$ cat src/hw/rtl/kbt_pkg.sv
// Shared types and constants of the key binding table.
// Used by kbt_bitmap, kbt_cell and key_binding_table; depends on nothing.
`default_nettype none

package kbt_pkg;

   // Field widths of the transaction ports
   localparam int KEY_CODE_BITS     = 7;
   localparam int MOD_BITS          = 5;
   localparam int KEY_BITS          = KEY_CODE_BITS + MOD_BITS;
   localparam int HANDLE_FIELD_BITS = 16;
   localparam int STATUS_BITS       = 2;

   // Presence bitmap geometry: 4096 bits as 128 rows of 32 bits
   localparam int MAP_ROW_BITS  = 32;
   localparam int MAP_SEL_BITS  = 5;
   localparam int MAP_ROWS      = (1 << KEY_BITS) / MAP_ROW_BITS;
   localparam int MAP_ADDR_BITS = KEY_BITS - MAP_SEL_BITS;

   // Operation codes
   localparam logic OP_BIND   = 1'b0;
   localparam logic OP_LOOKUP = 1'b1;

   // Status codes
   localparam logic [STATUS_BITS-1:0] ST_OK   = 2'd0;
   localparam logic [STATUS_BITS-1:0] ST_MISS = 2'd1;
   localparam logic [STATUS_BITS-1:0] ST_FULL = 2'd2;

   // Probe that walks the cell chain, one cell per cycle
   typedef struct packed {
      logic                active;  // probe present at this stage
      logic                op;      // OP_BIND or OP_LOOKUP
      logic [KEY_BITS-1:0] key;     // modifiers * 128 + key code
      logic                screen;  // key bit set in presence bitmap
      logic                done;    // matched or filled upstream
      logic                filled;  // a free slot took this key
   } kbt_probe_type;

   // Write port of the presence bitmap
   typedef struct packed {
      logic                     en;
      logic [MAP_ADDR_BITS-1:0] row;
      logic [MAP_ROW_BITS-1:0]  data;
   } kbt_map_wr_type;

endpackage

`default_nettype wire

$ cat src/hw/rtl/kbt_bitmap.sv
// Presence bitmap: 128 x 32 memory with a clearing pass after reset.
// Depends on kbt_pkg.
`default_nettype none

module kbt_bitmap (
   input  logic                                    clock,
   input  logic                                    reset,
   input  logic [kbt_pkg::MAP_ADDR_BITS-1:0]       rd_row,
   output logic [kbt_pkg::MAP_ROW_BITS-1:0]        rd_data,
   input  kbt_pkg::kbt_map_wr_type                 wr,
   output logic                                    busy
);
   import kbt_pkg::*;

   logic [MAP_ROW_BITS-1:0]  mem [MAP_ROWS];
   logic [MAP_ROW_BITS-1:0]  rd_data_ff;
   logic [MAP_ADDR_BITS-1:0] clr_row_ff;
   logic [MAP_ADDR_BITS-1:0] clr_row_in;
   logic                     busy_ff;
   logic                     busy_in;

   // Advance the clearing pass one row a cycle
   always_comb begin
      clr_row_in = clr_row_ff;
      busy_in    = busy_ff;
      if (busy_ff) begin
         clr_row_in = clr_row_ff + 1'b1;
         if (clr_row_ff == MAP_ADDR_BITS'(MAP_ROWS - 1)) begin
            busy_in = 1'b0;
         end
      end
   end

   always_ff @(posedge clock) begin
      if (reset) begin
         busy_ff    <= 1'b1;
         clr_row_ff <= '0;
      end else begin
         busy_ff    <= busy_in;
         clr_row_ff <= clr_row_in;
      end
   end

   // Write zeros while clearing, else the requested row
   always_ff @(posedge clock) begin
      if (busy_ff) begin
         mem[clr_row_ff] <= '0;
      end else if (wr.en) begin
         mem[wr.row] <= wr.data;
      end
   end

   // Registered read
   always_ff @(posedge clock) begin
      rd_data_ff <= mem[rd_row];
   end

   assign rd_data = rd_data_ff;
   assign busy    = busy_ff;

endmodule

`default_nettype wire

$ cat config.mk
export PLATFORM = sky130hd
export DESIGN_NAME = kbt_bitmap
export DESIGN_NICKNAME = d
export VERILOG_FILES = /design/src/hw/rtl/kbt_pkg.sv /design/src/hw/rtl/kbt_bitmap.sv
export SDC_FILE = /design/constraint.sdc
export NUM_CORES = 2
export LEC_CHECK = 0
export BUFFER_PORTS_ARGS = -buffer_cell sky130_fd_sc_hd__buf_4
export CELL_PAD_IN_SITES_DETAIL_PLACEMENT = 0
export CELL_PAD_IN_SITES_GLOBAL_PLACEMENT = 1
export CORE_UTILIZATION = 45
export DETAILED_ROUTE_END_ITERATION = 8
export GPL_TIMING_DRIVEN = 0
export PLACE_DENSITY = 0.68
export SYNTH_ARGS = -nofsm -noshare
export SYNTH_HDL_FRONTEND = slang
export SYNTH_SLANG_ARGS = --single-unit
$ cat constraint.sdc
create_clock -name clock -period 4 [get_ports clock]
set_input_delay 0.2 -clock clock [delete_from_list [all_inputs] [get_ports clock]]
set_output_delay 0.2 -clock clock [all_outputs]
set_load 0.005 [all_outputs]
==> Word-level counts from Yosys, hierarchy flattened <==
Memory sizes are Yosys's and may differ from the RTL's. A register that Yosys moved wholly into a read port is not among the register bits.
Index checks and enable logic that the tools add are counted.
{ "word_totals": {"out_inout_bits": 33, "word_cells": 16, "mem_count": 1, "ff_bits": 8, "mem_bits_rw": 4096, "in_bits": 49} }
{ "op_classes": {"reduce_logical": 1, "mux": 10, "addsub": 1, "eq_ne": 1} }
{ "mem_list": {"columns": ["name", "words", "width", "read_ports", "rd_ports_with_merged_regs", "write_ports", "line", "text"], "rows": [
  ["mem", 128, 32, 1, 1, 1, "kbt_bitmap.sv:15", "logic [MAP_ROW_BITS-1:0] mem [MAP_ROWS];"]
]} }
{ "ops": {"columns": ["op", "count"], "rows": [
  ["$mux 32", 1],
  ["$reduce_or 32->1", 1],
  ["$mux 1", 8],
  ["$add 7x1->7 const B", 1],
  ["$eq 7x7->1 const B", 1],
  ["$mux 7", 1]
]} }

==> Depth between registers and ports, before layout <==
{ "logic_depth": {"depth_word": 5, "depth_mapped": 8, "ltp_nobuf": 4} }

==> Worst setup path before layout <==
Ideal clock, no wire load.
{ "synth_path": {"path_type": "reg-to-reg", "start": "register busy_ff, in the netlist busy", "end": "memory mem[0][10] (data pin)", "t_arrival_ns": 2.998, "path_slack_ns": 0.467, "setup_time_ns": 0.535, "stages_incl_launch_ff": 6, "synth_period_minus_slack_ns": 3.533, "cell_sequence": "dfxtp_1 -> nor2b_1 -> clkbuf_1 -> buf_1 -> clkbuf_1 -> and2_1"} }
{ "synth_between": {"elab_chain_cells": 4} }
{ "synth_lines": {"columns": ["item", "line", "text"], "rows": [
  ["start: declaration", "kbt_bitmap.sv:19", "logic busy_ff;"],
  ["start signal: assignment", "kbt_bitmap.sv:39", "busy_ff <= busy_in;"],
  ["$mux 1", "kbt_bitmap.sv:46", "if (busy_ff) begin"],
  ["$mux 1 (not written as such)", "kbt_bitmap.sv:49", "mem[wr.row] <= wr.data;"],
  ["$reduce_or 32->1 (no source line)", null, null],
  ["$mux 32 (no source line)", null, null],
  ["end: declaration", "kbt_bitmap.sv:15", null]
]} }
Every way passes these cells.

==> Worst setup path after layout <==
{ "layout_path": {"start": "register busy_ff, in the netlist busy", "end": "memory mem[20][14], enable pin"} }
{ "layout_between": {"elab_chain_cells": 4, "elab_cells_between_ends": 7, "cone_classes": "6 x mux; 1 x reduce/logical"} }
{ "layout_lines": {"columns": ["item", "line"], "rows": [
  ["$mux 1", "kbt_bitmap.sv:46"],
  ["$mux 1 (not written as such)", "kbt_bitmap.sv:49"],
  ["$reduce_or 32->1 (no source line)", null],
  ["$mux 7 (no source line) or $mux 1 (tied branches)", null]
]} }
Parallel ways exist; a longest one is shown, timed or not.

==> results.md <==
- The run finished, with violations left.
- The checks that failed: setup timing.
- The setup slack after placement is -788 ps.
- The worst min-delay path class is input port to register.
- The standard-cell row count is 216.
- The number of ports placed on the die boundary is 82.
- After synthesis, the most frequently instantiated cells are sky130_fd_sc_hd__edfxtp_1 (4096), sky130_fd_sc_hd__mux4_2 (1344), sky130_fd_sc_hd__clkbuf_1 (192).
- The net count after synthesis is 6136.
- The post-layout net count is 6911.
- The cell leakage power is 61.9 nW.
- The initial utilization of the core area, before any placement, comes to 0.453.
- The proportion of synthesized chip area in sequential cells is 0.788.
- In this run the worst path has a maximum fanout of 22.
- Synthesis instantiated 28 different standard cells from the library.
- TritonCTS built the clock tree.
- Counting the fill cells in the layout gives 25.7k.
- The finished layout holds 11.9k standard cells, fillers aside.
- The count of vias placed by the detailed router is 72.0k.
- TritonCTS created 401 clock buffers.
- The region available for standard cell placement spans 0.347 sq mm.
- The horizontal die dimension is 593 um.
- The total track usage is 0.231.
- The tool flagged a number of max-cap violations equal to 0.
- The die is 593 um tall.
- The worst hold margin is 52.3 ps.
- The initial antenna violation count is 58.
- The synthesis warning total is 0.
- The clock reaches the later pin of the worst-skew pair after 920 ps.
- Timing would allow up to 245 MHz.
- The detail route stage leaves a number of antenna-violating nets equal to 0.
- The area growth from synthesis to layout is 16.8%.
- The setup path with the least slack is of type register to register.
- The number of global-route vias before repair came to 72.3k.
- The dominant cell type by area after synthesis is sky130_fd_sc_hd__edfxtp_1.
- In the final routed layout, each cell accounts on average for 34.0 um.
- After routing the design area is 0.183 sq mm.
- The aggregate routed wire length is 404000 um.
- Summing every instance area after synthesis gives 0.157 sq mm.
- The cell area reported after detailed placement is 0.168 sq mm.
- The synthesized flop and latch total is 4136.
- The required time of the critical path is 4570 ps.
- The number of iterations in the first detailed-routing pass is 5.
- Counting flops with a built-in enable in the synthesized netlist gives 4096.
- Power comes to 89.0 mW.
- The H-tree generated during clock tree synthesis spans 5 levels.
- In the synthesized netlist the dominant register cell turns out to be sky130_fd_sc_hd__edfxtp_1.
- The startpoint type of the worst setup path is a register.
- Of the cells placed in the final design, the portion with a size suffix greater than 1 is 0.363.
- The aggregate global routing overflow is 0.
- Setup repair after global routing could not meet its margin everywhere.
- The number of failing hold endpoints at the final stage was 0.
- Synthesis handed over a netlist of 6086 instances.
- The slew at the pin with the worst max-slew slack is 1460 ps.
- The half-perimeter wire length after placement is 276000 um.
- After detailed routing, the number of vias per cell comes to 6.06.
- The final cycle utilization of the critical path is 1.02.
- The worst setup path is captured at a register.
- The wire length of the first global-routing pass is 562000 um.
- The total clock sinks is 4136.
- In the post-synthesis netlist, the biggest area contributors are sky130_fd_sc_hd__edfxtp_1 (78%), sky130_fd_sc_hd__mux4_2 (19%), sky130_fd_sc_hd__dfxtp_1 (0.51%).
- Traced cell by cell, the critical path runs through nor2b_1 -> clkbuf_1 -> mux2i_2 -> nand3_2 -> clkbuf_4 -> nor2_4 -> buf_12.
- The slowest stage of the critical path is the sky130_fd_sc_hd__mux2i_2 cell.
- Across the routed clock network, the largest skew measured is 50.0 ps.
- At the worst endpoint, the arrival time is 4650 ps.
- The die covers 0.351 sq mm.
- After clock tree synthesis, the clock-pin slew on the worst setup and hold paths is 60 ps.
- The final number of max-transition violations is 0.
- In this run, the number of DRC markers left after iteration 0 of detailed routing was 9100.
- Once routing completed, OpenROAD measured the worst setup slack at -78.6 ps.
- The congestion estimate from routability-driven global placement came to 0.874.
- On the worst path, the slowest cell contributes a delay of 700 ps.
- The cell sitting at the root of the clock tree is a sky130_fd_sc_hd__clkbuf_16.
- After detailed routing, the number of remaining DRC violations is 0.
- The total of endpoints with negative setup slack in the final report is 109.
- Subtracting the final worst setup slack from the clock period gives 4080 ps.
- In this run, placement finished with an instance count of 10.9k.
- Entering global routing, the biggest net connects 100 pins.
- The power density of the placed cells is 485 mW/mm^2.
- The deepest clock path buffer count is 4.
- The share of synthesized area in the top cell type comes to 0.783.
- The relative slew slack is 0.0260.
- The total of buffers placed on input and output ports is 73.
- For this run, asynchronously set or reset flops after synthesis account for 0.
- In the post-synthesis netlist, the cell with the most instances is sky130_fd_sc_hd__edfxtp_1.
- The worst supply voltage drop on vdd is 0.346 mV.
- The mean cell area of the mapped netlist is 25.8 sq um.
==> cell usage in the layout, fill, tap and decap left out, types with 48 or more instances in the layout <==
cell type	n
sky130_fd_sc_hd__clkbuf_16	417
sky130_fd_sc_hd__buf_12	140
sky130_fd_sc_hd__clkinv_2	68
sky130_fd_sc_hd__clkinv_1	92
sky130_fd_sc_hd__buf_2	90
sky130_fd_sc_hd__buf_4	142
sky130_fd_sc_hd__clkbuf_1	232
sky130_fd_sc_hd__bufinv_16	48
sky130_fd_sc_hd__diode_2	105
sky130_fd_sc_hd__mux4_2	1344
sky130_fd_sc_hd__edfxtp_1	4096
sky130_fd_sc_hd__buf_16	75
sky130_fd_sc_hd__nor2_4	128
==> metal layers <==
metal / vias to the layer above / wire length [um] / GRT usage
met5: - / 0 / 0
met4: 0 / 11300 / 0.0650
met3: 499 / 39800 / 0.0530
met2: 3403 / 197000 / 0.370
met1: 39600 / 156000 / 0.319
li1: 28400 / - / -
==> critical path: cells and delay by family (launching register included) <==
| family | cells | cell delay, ps |
|---|---|---|
| buffers and inverters | 3 | 1310 |
| DFF | 1 | 420 |
| muxes | 1 | 700 |
| and+or+nand+nor | 3 | 1240 |
==> final timing paths <==
kind                 start  slack (ps)       endpoint  cells after the start
max                   busy         -80    mem[20][14]                      7
min                 wr[20]          50    mem[89][20]                      2
max reg2reg           busy         -80    mem[20][14]                      7
min reg2reg  clr_row_ff[6]         600  clr_row_ff[6]                      2
==> logic make-up (layout without fill, tap and decap cells) <==
kind of cell / Yosys count / after routing / synth area share
buffers and inverters: 321 / 1420 / 0.00867
other: 0 / 105 / 0
adder cells (fa/ha/maj): 1 / 1 / 0.0000797
AO/OA/AOI/OAI: 14 / 14 / 0.000494
flip-flops: 4136 / 4136 / 0.788
AND/OR/NAND/NOR: 228 / 228 / 0.00668
multiplexers: 1382 / 1382 / 0.195
XOR/XNOR: 4 / 4 / 0.000223
==> final cells by class <==
cell class | count | area [sq um] | share of cell area
antenna | 105 | 263 | 0.00143
buffer | 321 | 1410 | 0.00768
clock buffer | 485 | 10700 | 0.0584
clock inverter | 242 | 2440 | 0.0133
multi-input combinational | 1629 | 33000 | 0.180
sequential | 4136 | 124000 | 0.675
tap | 4578 | 5730 | 0.0312
timing repair buffer | 372 | 6120 | 0.0333
==> registers in the layout (all words and copies together) (netlist names) <==
signal      flops
clr_row_ff      7
rd_data        32
busy            1
mem          4096
==> power breakdown <==
group | internal, mW | switching, mW
clock network | 22.1 | 15.9
logic | 1.59 | 2.26
registers | 47.1 | 0.0459
==> metrics by stage <==
step	utilization	setup TNS (ps)
2_1_floorplan	-	0
6_report	0.529	-3530
4_1_cts	0.527	-76.9
3_5_place_dp	0.486	-753180
3_3_place_gp	0.471	-
5_1_grt	0.529	-15700
==> timing repair <==
item	CTS	global route
setup buffers	69	35
endpoints found under the setup margin	2782	2148
resized for setup	17	14
cloned	0	0
pin swaps	38	15
endpoints found under the hold margin	493	0
hold buffers	20	0
Note: power is estimated with default switching activity, not from simulation.
