## src/hw/rtl/kbt_pkg.sv

```systemverilog
// Shared types and constants of the key binding table.
// Used by kbt_bitmap, kbt_cell and key_binding_table; depends on nothing.
`default_nettype none

package kbt_pkg;

   // Field widths of the transaction ports
   localparam int KEY_CODE_BITS     = 7;
   localparam int MOD_BITS          = 5;
   localparam int KEY_BITS          = KEY_CODE_BITS + MOD_BITS;
   localparam int HANDLE_FIELD_BITS = 16;
   localparam int STATUS_BITS       = 2;

   // Presence bitmap geometry: 4096 bits as 128 rows of 32 bits
   localparam int MAP_ROW_BITS  = 32;
   localparam int MAP_SEL_BITS  = 5;
   localparam int MAP_ROWS      = (1 << KEY_BITS) / MAP_ROW_BITS;
   localparam int MAP_ADDR_BITS = KEY_BITS - MAP_SEL_BITS;

   // Operation codes
   localparam logic OP_BIND   = 1'b0;
   localparam logic OP_LOOKUP = 1'b1;

   // Status codes
   localparam logic [STATUS_BITS-1:0] ST_OK   = 2'd0;
   localparam logic [STATUS_BITS-1:0] ST_MISS = 2'd1;
   localparam logic [STATUS_BITS-1:0] ST_FULL = 2'd2;

   // Probe that walks the cell chain, one cell per cycle
   typedef struct packed {
      logic                active;  // probe present at this stage
      logic                op;      // OP_BIND or OP_LOOKUP
      logic [KEY_BITS-1:0] key;     // modifiers * 128 + key code
      logic                screen;  // key bit set in presence bitmap
      logic                done;    // matched or filled upstream
      logic                filled;  // a free slot took this key
   } kbt_probe_type;

   // Write port of the presence bitmap
   typedef struct packed {
      logic                     en;
      logic [MAP_ADDR_BITS-1:0] row;
      logic [MAP_ROW_BITS-1:0]  data;
   } kbt_map_wr_type;

endpackage

`default_nettype wire

```

## src/hw/rtl/kbt_cell.sv

```systemverilog
// One slot of the binding table: holds valid, key and handle, and passes
// the probe to its neighbor each cycle. Depends on kbt_pkg.
`default_nettype none

module kbt_cell #(
   parameter int HANDLE_BITS = 16
) (
   input  logic                     clock,
   input  logic                     reset,
   input  kbt_pkg::kbt_probe_type   probe_in,
   input  logic [HANDLE_BITS-1:0]   handle_in,
   output kbt_pkg::kbt_probe_type   probe_out,
   output logic [HANDLE_BITS-1:0]   handle_out
);
   import kbt_pkg::*;

   logic                   valid_ff;
   logic [KEY_BITS-1:0]    key_ff;
   logic [HANDLE_BITS-1:0] handle_ff;
   kbt_probe_type          probe_ff;
   kbt_probe_type          probe_in_next;
   logic [HANDLE_BITS-1:0] lane_ff;
   logic [HANDLE_BITS-1:0] lane_in;
   logic                   hit;
   logic                   fill;

   // Match a bound key, or take the probe into this slot if free.
   // Slots fill from the low end and are never freed, so no match can sit
   // past the first free slot.
   assign hit  = probe_in.active && probe_in.screen && !probe_in.done &&
                 valid_ff && (key_ff == probe_in.key);
   assign fill = probe_in.active && !probe_in.done &&
                 (probe_in.op == OP_BIND) && !valid_ff;

   always_comb begin
      probe_in_next        = probe_in;
      probe_in_next.done   = probe_in.done | hit | fill;
      probe_in_next.filled = probe_in.filled | fill;
      lane_in              = handle_in;
      if (hit && (probe_in.op == OP_LOOKUP)) begin
         lane_in = handle_ff;
      end
   end

   // Slot state
   always_ff @(posedge clock) begin
      if (reset) begin
         valid_ff <= 1'b0;
      end else if (fill) begin
         valid_ff <= 1'b1;
      end
   end

   always_ff @(posedge clock) begin
      if (fill) begin
         key_ff <= probe_in.key;
      end
      if (fill || (hit && (probe_in.op == OP_BIND))) begin
         handle_ff <= handle_in;
      end
   end

   // Hand the probe to the next cell
   always_ff @(posedge clock) begin
      if (reset) begin
         probe_ff <= '0;
      end else begin
         probe_ff <= probe_in_next;
      end
   end

   always_ff @(posedge clock) begin
      lane_ff <= lane_in;
   end

   assign probe_out  = probe_ff;
   assign handle_out = lane_ff;

endmodule

`default_nettype wire

```

## config.mk

```make
export PLATFORM = sky130hd
export DESIGN_NAME = kbt_cell
export DESIGN_NICKNAME = d
export VERILOG_FILES = /design/src/hw/rtl/kbt_pkg.sv /design/src/hw/rtl/kbt_cell.sv
export SDC_FILE = /design/constraint.sdc
export NUM_CORES = 1
export LEC_CHECK = 0
export BUFFER_PORTS_ARGS = -buffer_cell sky130_fd_sc_hd__clkbuf_2
export CORE_ASPECT_RATIO = 1.1
export CORE_MARGIN = 3
export CORE_UTILIZATION = 49
export DETAILED_ROUTE_END_ITERATION = 16
export GPL_ROUTABILITY_DRIVEN = 0
export GPL_TIMING_DRIVEN = 1
export PLACE_DENSITY = 0.81
export RECOVER_POWER = 50
export SETUP_SLACK_MARGIN = 0.05
export SYNTH_ARGS = -nofsm -noshare
export SYNTH_HDL_FRONTEND = slang
export SYNTH_SLANG_ARGS = --single-unit
export TNS_END_PERCENT = 20
```

## constraint.sdc

```tcl
create_clock -name clock -period 3.3 [get_ports clock]
set_input_delay 0.33 -clock clock [delete_from_list [all_inputs] [get_ports clock]]
set_output_delay 0.33 -clock clock [all_outputs]
set_load 0.02 [all_outputs]
```

* Word level (Yosys, flattened, before mapping)
Cells that the tools add are included.
** Storage, ports and cells
- Register bits :: 62
- Logic and storage cells :: 28
** Cells by class
- Eq/ne operators :: 1
- Muxes and demuxes :: 1
- Bitwise logic cells :: 4
- Reduce and logical (&&, ||, !) cells :: 12
** Operators with widths (number)
- $mux 16 :: 1
- $eq 12x12->1 :: 1
- $logic_and 1x1->1 :: 9
- $or 1x1->1 :: 3
- $logic_not 1->1 :: 2
- $logic_or 1x1->1 :: 1
- $not 1->1 :: 1

* Longest topological paths before layout
Gate-level depths: netlist (run 1).
- Depth in word-level cells :: 6
- Depth in mapped cells :: 5
- Gate-level depth less buffers :: 4

* Worst setup path before layout (run 1)
Ideal clock, no wire load.
- Path kind :: input-to-reg
- Start point :: in probe_in[1] in the netlist's numbering
- End point :: reg handle_ff[0] (enable)
- Arrival time :: 2.072 ns
- Setup slack :: 0.836 ns
- Stages on the path :: 3
- Buffers on the path :: 0
- Path through :: nand2b_1 > nor3_1 > o21bai_1
** Between the ends
- Elaborated cells on any way between the ends :: 9
** RTL lines
- start: declaration :: RTL line kbt_cell.sv:10 : input kbt_pkg::kbt_probe_type probe_in,
- $logic_not 1->1 :: RTL line kbt_cell.sv:32 : assign fill = probe_in.active && !probe_in.done &&
- $logic_and 1x1->1 (2 in a row) :: RTL line kbt_cell.sv:32
- $logic_and 1x1->1 :: RTL line kbt_cell.sv:33 : (probe_in.op == OP_BIND) && !valid_ff;
- via fill :: RTL line kbt_cell.sv:25 : logic fill;
- $logic_or 1x1->1 :: RTL line kbt_cell.sv:58 : if (fill || (hit && (probe_in.op == OP_BIND))) begin
- end signal: assignment :: RTL line kbt_cell.sv:59 : handle_ff <= handle_in;
- end: declaration :: RTL line kbt_cell.sv:19 : logic [HANDLE_BITS-1:0] handle_ff;
The timed path passes the listed nets, and every way through them passes these cells.
A chain may end at the register's enable or synchronous reset.

* Worst setup path after layout (run 1)
- Start point :: reg key_ff[5]
- End point :: reg lane_ff[5] (netlist: handle_out[5])
** Between the ends
- Cells in the longest elaborated chain, start to end :: 4
** RTL lines
- start: declaration :: RTL line kbt_cell.sv:18 : logic [KEY_BITS-1:0] key_ff;
- start signal: assignment :: RTL line kbt_cell.sv:56 : key_ff <= probe_in.key;
- $eq 12x12->1 :: RTL line kbt_cell.sv:31 : valid_ff && (key_ff == probe_in.key);
- $logic_and 1x1->1 :: RTL line kbt_cell.sv:31
- $logic_and 1x1->1 :: RTL line kbt_cell.sv:40 : if (hit && (probe_in.op == OP_LOOKUP)) begin
- $mux 16 :: RTL line kbt_cell.sv:40
- via lane_in[5] :: RTL line kbt_cell.sv:23 : logic [HANDLE_BITS-1:0] lane_in;
- end signal: assignment :: RTL line kbt_cell.sv:73 : lane_ff <= lane_in;
- end: declaration :: RTL line kbt_cell.sv:22 : logic [HANDLE_BITS-1:0] lane_ff;
The timed path passes the listed nets, and every way through them passes these cells.

==> flow_metrics.tcl, run 1 <==
set metrics [dict create \
    status "completed" \
    dp.cells 247 \
    power_density_nw_per_um2 585 \
    slew-limit-headroom 0.453 \
    holdWs_ns 0.187 \
    synthAdderAreaFrac 0 \
    p_total_w 0.00152 \
    busiest_layer "met2" \
    crit_path_end_kind "flop" \
    final_common_cell "clkbuf_2" \
    start_util 0.516 \
    io_buffers 67 \
    cp.arrival_ns 2.33 \
    use_met2 0.239 \
    num_antenna_cells 0 \
    power_leakage_nw 1.07 \
    avgSynthCellArea_um2 16.2 \
    dieWidth_um 68.1 \
    cts_tree "done" \
    clock_skew_ns 0.00610 \
    final_util 0.646 \
    ys_ff_latch 62 \
    synthXorXnorAreaFrac 0.0506 \
    dieArea_um2 5050 \
    worst_pin_slew_ns 0.820 \
    drive_gt1_frac 0.327 \
    stdcell_count 263 \
    finalCritPeriodShare 0.640 \
    path_cells "xor2_1 > nor4_1 > nand4_2 > mux2_4" \
    final_cell_mix "36 x clkbuf_2, 34 x clkbuf_1, 34 x dfxtp_1, 28 x edfxtp_1, 14 x nor2b_1" \
    syn-num-nets 163 \
    setup_violations 0 \
    yosysWarnings 0 \
    cts.sinks 62 \
    core_area_um2 4020 \
    finalHoldViolCount 0 \
    grt_use_met3 0.0755 \
    ios 68 \
    hp-class "in -> reg" \
    dp_hpwl_mm 2.63 \
    detail_route.first_pass.iterations 4 \
    synth_cell_type_count 19 \
    cts_hold_buf 0 \
    rows 24 \
    viasPerCell 4.67 \
    nFillCells 336 \
    multi_input_area_um2 539 \
    routed_wl_mm 3.59 \
    crit_path_max_incr_delay_ns 0.60 \
    netlist_instances 128 \
    area_delta_synth_final_pct 25.3 \
    cts_max_level 3 \
    yosys.area_share.simple 0.0983 \
    regArea_um2 1520 \
    cts_max_path_buffers 2 \
    drc_errors 0 \
    post_cts_buffers 0 \
    cp_data_required_time_ns 3.52 \
    vdd.ir_drop.worst_uv 340 \
    slowest_stage "nand4_2" \
    cts_buffers 9 \
    synth_top_family_by_area "multiplexers" \
    slew_viol_final 0 \
    drtIter0Drc 52 \
    grt-ovfl-total 0 \
    wl_per_cell_um 13.6 \
    ys_seq_area_frac 0.733 \
    clk_pin_slew_ns 0.07 \
    track_usage 0.162 \
    die_h_um 74.3 \
    ant_nets 0 \
    synth.mux.area_fraction 0.105 \
    cp_max_fo 16 \
    cp-start-kind "flop" \
    dr_total_vias 1228 \
    ctsResizeCount 0 \
    rsz0062_at_grt "no" \
    max_freq_mhz 473 \
    met1_usage 0.183 \
    final.min_clock_period_ns 2.11 \
    netlist_area_um2 2080 \
    grt_start_max_net_pins 19 \
    antenna_found_initial 0 \
    critPathKind "reg -> reg" \
    synth_compound_area_frac 0.00603 \
    grt_pass1_wl_mm 5.63 \
    cap_viol_max_count 0 \
    cts.root.buffer_cell "clkbuf_8" \
    grt_pass1_vias 1278 \
    fin_nets 241 \
    synth.area.top_cells "edfxtp_1 41%, dfxtp_1 33%, mux2_4 7.2%" \
    yosysTopAreaCellShare 0.405 \
    clk_latency_ns 0.33 \
    fin_tns_setup_ns 0 \
    synth_top_area_cell "edfxtp_1" \
]
[synthesized netlist by cell type]
library cell and count:
edfxtp_1 28, o21bai_1 1, nor3b_1 1, mux2_2 6, nor2_1 7, nor4_1 4
nand4b_1 1, nor3_1 3, mux2_4 10, nand2b_1 1, xor2_1 12, nor2b_1 14
buf_6 1, nor2b_2 1, clkbuf_1 1, a21oi_1 1, nand4_2 1, dfxtp_1 34
nand4_1 1
[cells by family (layout without fill, tap and decap cells)]
logic type,after synthesis,in the layout
buf+inv,2,85
compound gates,2,2
simple gates,34,34
xor+xnor,12,12
flops,62,62
mux,16,16
[stage by stage]
step           instance area [µm²]  setup WS, ns
3_3_place_gp                  2480          1.09
3_5_place_dp                  2480          1.09
5_1_grt                       2600          1.09
2_1_floorplan                 2080         0.836
4_1_cts                       2650          1.16
6_report                      2600          1.19
[routing by layer]
layer | part of all wire | wire, µm | vias up
met1 | 0.42 | 1520 | 566
li1 | - | - | 609
met3 | 0.077 | 277 | 6
met5 | 0 | 0 | -
met4 | 0.018 | 66 | 0
met2 | 0.48 | 1720 | 47
[worst max-delay path, delay by kind of cell, from the launching register on]
family / cells / cell delay, ns
mux: 1 / 0.50
flops: 1 / 0.37
xor+xnor: 1 / 0.16
simple gates: 2 / 0.95
[cell type report]
class / instances / share of cell area
Clock buffer: 12 / 0.0558
Clock inverter: 4 / 0.00866
Multi-Input combinational cell: 64 / 0.207
Sequential cell: 62 / 0.585
Tap cell: 52 / 0.0250
Timing Repair Buffer: 69 / 0.118
[flip-flops by register name, summed over array words and instances, names as in the netlist]
name        count
probe_out      17
valid_ff        1
key_ff         12
handle_ff      16
handle_out     16
[path summary, 6_finish.rpt]
kind | startpoint | slack (ns) | endpoint | cells after the start
min reg2reg | handle_ff[13] | 0.47 | handle_out[13] | 1
max reg2reg | key_ff[5] | 1.19 | handle_out[5] | 4
min | handle_in[1] | 0.19 | handle_ff[1] | 1
max | key_ff[5] | 1.19 | handle_out[5] | 4
[report_power, final]
group / internal [W] / total, W / switching [W]
Combinational: 0.0000473 / 0.000118 / 0.0000710
Sequential: 0.000837 / 0.000846 / 0.00000927
Clock: 0.000289 / 0.000557 / 0.000268
Note: power is estimated with default switching activity, not from simulation.
==> inputs of run 2 (changes only) <==
- CORE_UTILIZATION: 49 -> 44
- PLACE_DENSITY: 0.81 -> 0.77
- clock period: 3.3 -> 1.9 ns (I/O delays scaled with it)
==> flow_metrics.tcl, run 2 (same netlist as run 1, synthesis figures left out) <==
set metrics [dict create \
    r2r-start "key_ff[0]" \
    seqPwrFrac 0.546 \
    path_cells "xor2_1 > nor4_1 > nand4_1 > o21bai_2 > buf_12" \
    post_cts_buffers 0 \
    setup_violations 0 \
    dieArea_um2 5580 \
    slew_viol_final 0 \
    cts.root.buffer_cell "clkbuf_8" \
    cts_tree "done" \
    crit_cells 5 \
    dr_total_vias 1269 \
    antenna_found_initial 0 \
    r2r_end "handle_ff[0]" \
    crit_path_end_kind "flop" \
    track_usage 0.147 \
    cts_max_path_buffers 2 \
    routed_wl_mm 3.61 \
    finalHoldViolCount 0 \
    ios 68 \
    dieWidth_um 71.5 \
    p_int_w 0.00211 \
    ant_nets 0 \
    cp_num_buf_inv 1 \
    holdPathEnd "handle_ff[1]" \
    cts.sinks 62 \
    crit_path_max_incr_delay_ns 0.40 \
    slowest_stage "edfxtp_1" \
    num_antenna_cells 0 \
    reg2reg_slack_ns 0.17 \
    fin_nets 242 \
    cts_max_level 3 \
    cp_data_required_time_ns 1.94 \
    final_cell_mix "46 x clkbuf_1, 34 x dfxtp_1, 28 x edfxtp_1, 23 x clkbuf_2, 14 x nor2b_1" \
    status "completed" \
    p_sw_frac 0.217 \
    drc_errors 0 \
    grt-ovfl-total 0 \
    cp.arrival_ns 1.77 \
    rsz0062_at_grt "no" \
    hp-class "in -> reg" \
    wl_per_cell_um 13.6 \
    clk_latency_ns 0.33 \
    p_total_w 0.00269 \
    grt_start_max_net_pins 19 \
    largest_reg_flops 17 \
    cts_hold_buf 0 \
    grt_pass1_vias 1344 \
    die_h_um 78.0 \
    post-place-ws_ns 0.172 \
    post_dp_cell_area_um2 2510 \
    design_area_um2 2630 \
    cap_viol_max_count 0 \
    drive_gt1_frac 0.280 \
    start_util 0.471 \
    final.min_clock_period_ns 1.73 \
    power_frac_comb 0.077 \
    area_delta_synth_final_pct 26.7 \
    power_switching_w 0.000585 \
    ctsResizeCount 0 \
    drtIter0Drc 46 \
    critPathKind "reg -> reg" \
    final_common_cell "clkbuf_1" \
    min_from "handle_in[1]" \
    r2r_cells 5 \
    clk_pin_slew_ns 0.06 \
    power_leakage_nw 1.05 \
    worst_pin_slew_ns 0.836 \
    clock_skew_ns 0.00421 \
    io_buffers 67 \
    cp_max_fo 16 \
    cp-start-kind "flop" \
    finalCritPeriodShare 0.913 \
    dp_hpwl_mm 2.62 \
    slew-limit-headroom 0.442 \
    crit_family "simple AND/OR/NAND/NOR gates" \
    core_area_um2 4410 \
    vdd.ir_drop.worst_uv 673 \
    detail_route.first_pass.iterations 6 \
    cts_buffers 9 \
    viasPerCell 4.79 \
    power_density_nw_per_um2 1020 \
    clkPwrFrac 0.378 \
    grt_pass1_wl_mm 6.02 \
    hold_depth 1 \
    max_freq_mhz 576 \
    fin_tns_setup_ns 0 \
    worst_slack_ns 0.165 \
    rows 25 \
]
[run 2: per-layer routing]
layer / vias up / track usage / wire length (µm)
met3: 6 / 0.0627 / 302
met4: 0 / 0.102 / 55
met1: 602 / 0.170 / 1440
met2: 53 / 0.219 / 1810
met5: - / 0 / 0
li1: 608 / - / -
[run 2: how the worst max path moves through the flow]
stage	startpoint	end	slack [ns]
floorplan	key_ff[11]	handle_ff[0]	0.10
global placement	key_ff[0]	handle_ff[3]	0.18
detailed placement	key_ff[0]	handle_ff[0]	0.17
CTS	key_ff[0]	handle_ff[11]	0.16
global route	key_ff[0]	handle_ff[13]	0.06
finish	key_ff[0]	handle_ff[0]	0.17
[run 2: worst register-to-register path: cells and delay by family (launching register included)]
kind	cells	cell delay, ns
AOI/OAI and AO/OA	1	0.19
xor gates and xnor gates	1	0.17
buffers and inverters	1	0.17
DFF	1	0.40
and+or+nand+nor	2	0.52
[run 2: cell type report]
type | count | area, µm²
Clock buffer | 14 | 173
Clock inverter | 1 | 5.00
Fill cell | 364 | 1780
Multi-Input combinational cell | 64 | 548
Sequential cell | 62 | 1520
Tap cell | 54 | 67.6
Timing Repair Buffer | 70 | 315
[run 2: power by group through the flow]
stage                     clock network, W  logic [W]  registers, W
after floorplan                          0  0.0000677       0.00155
after global placement                   0   0.000219       0.00150
after detailed placement                 0   0.000222       0.00150
after CTS                          0.00105   0.000223       0.00147
after global routing               0.00112   0.000228       0.00147
final                              0.00102   0.000207       0.00147
[run 2: per-stage QoR]
stage                     hold slack (ns)   util  instances
after global routing               0.0279  0.596        265
after floorplan                     0.262      -        128
after CTS                          0.0322  0.609        265
after global placement              0.388  0.569        250
after detailed placement            0.385  0.569        250
final                              0.0577  0.596        265
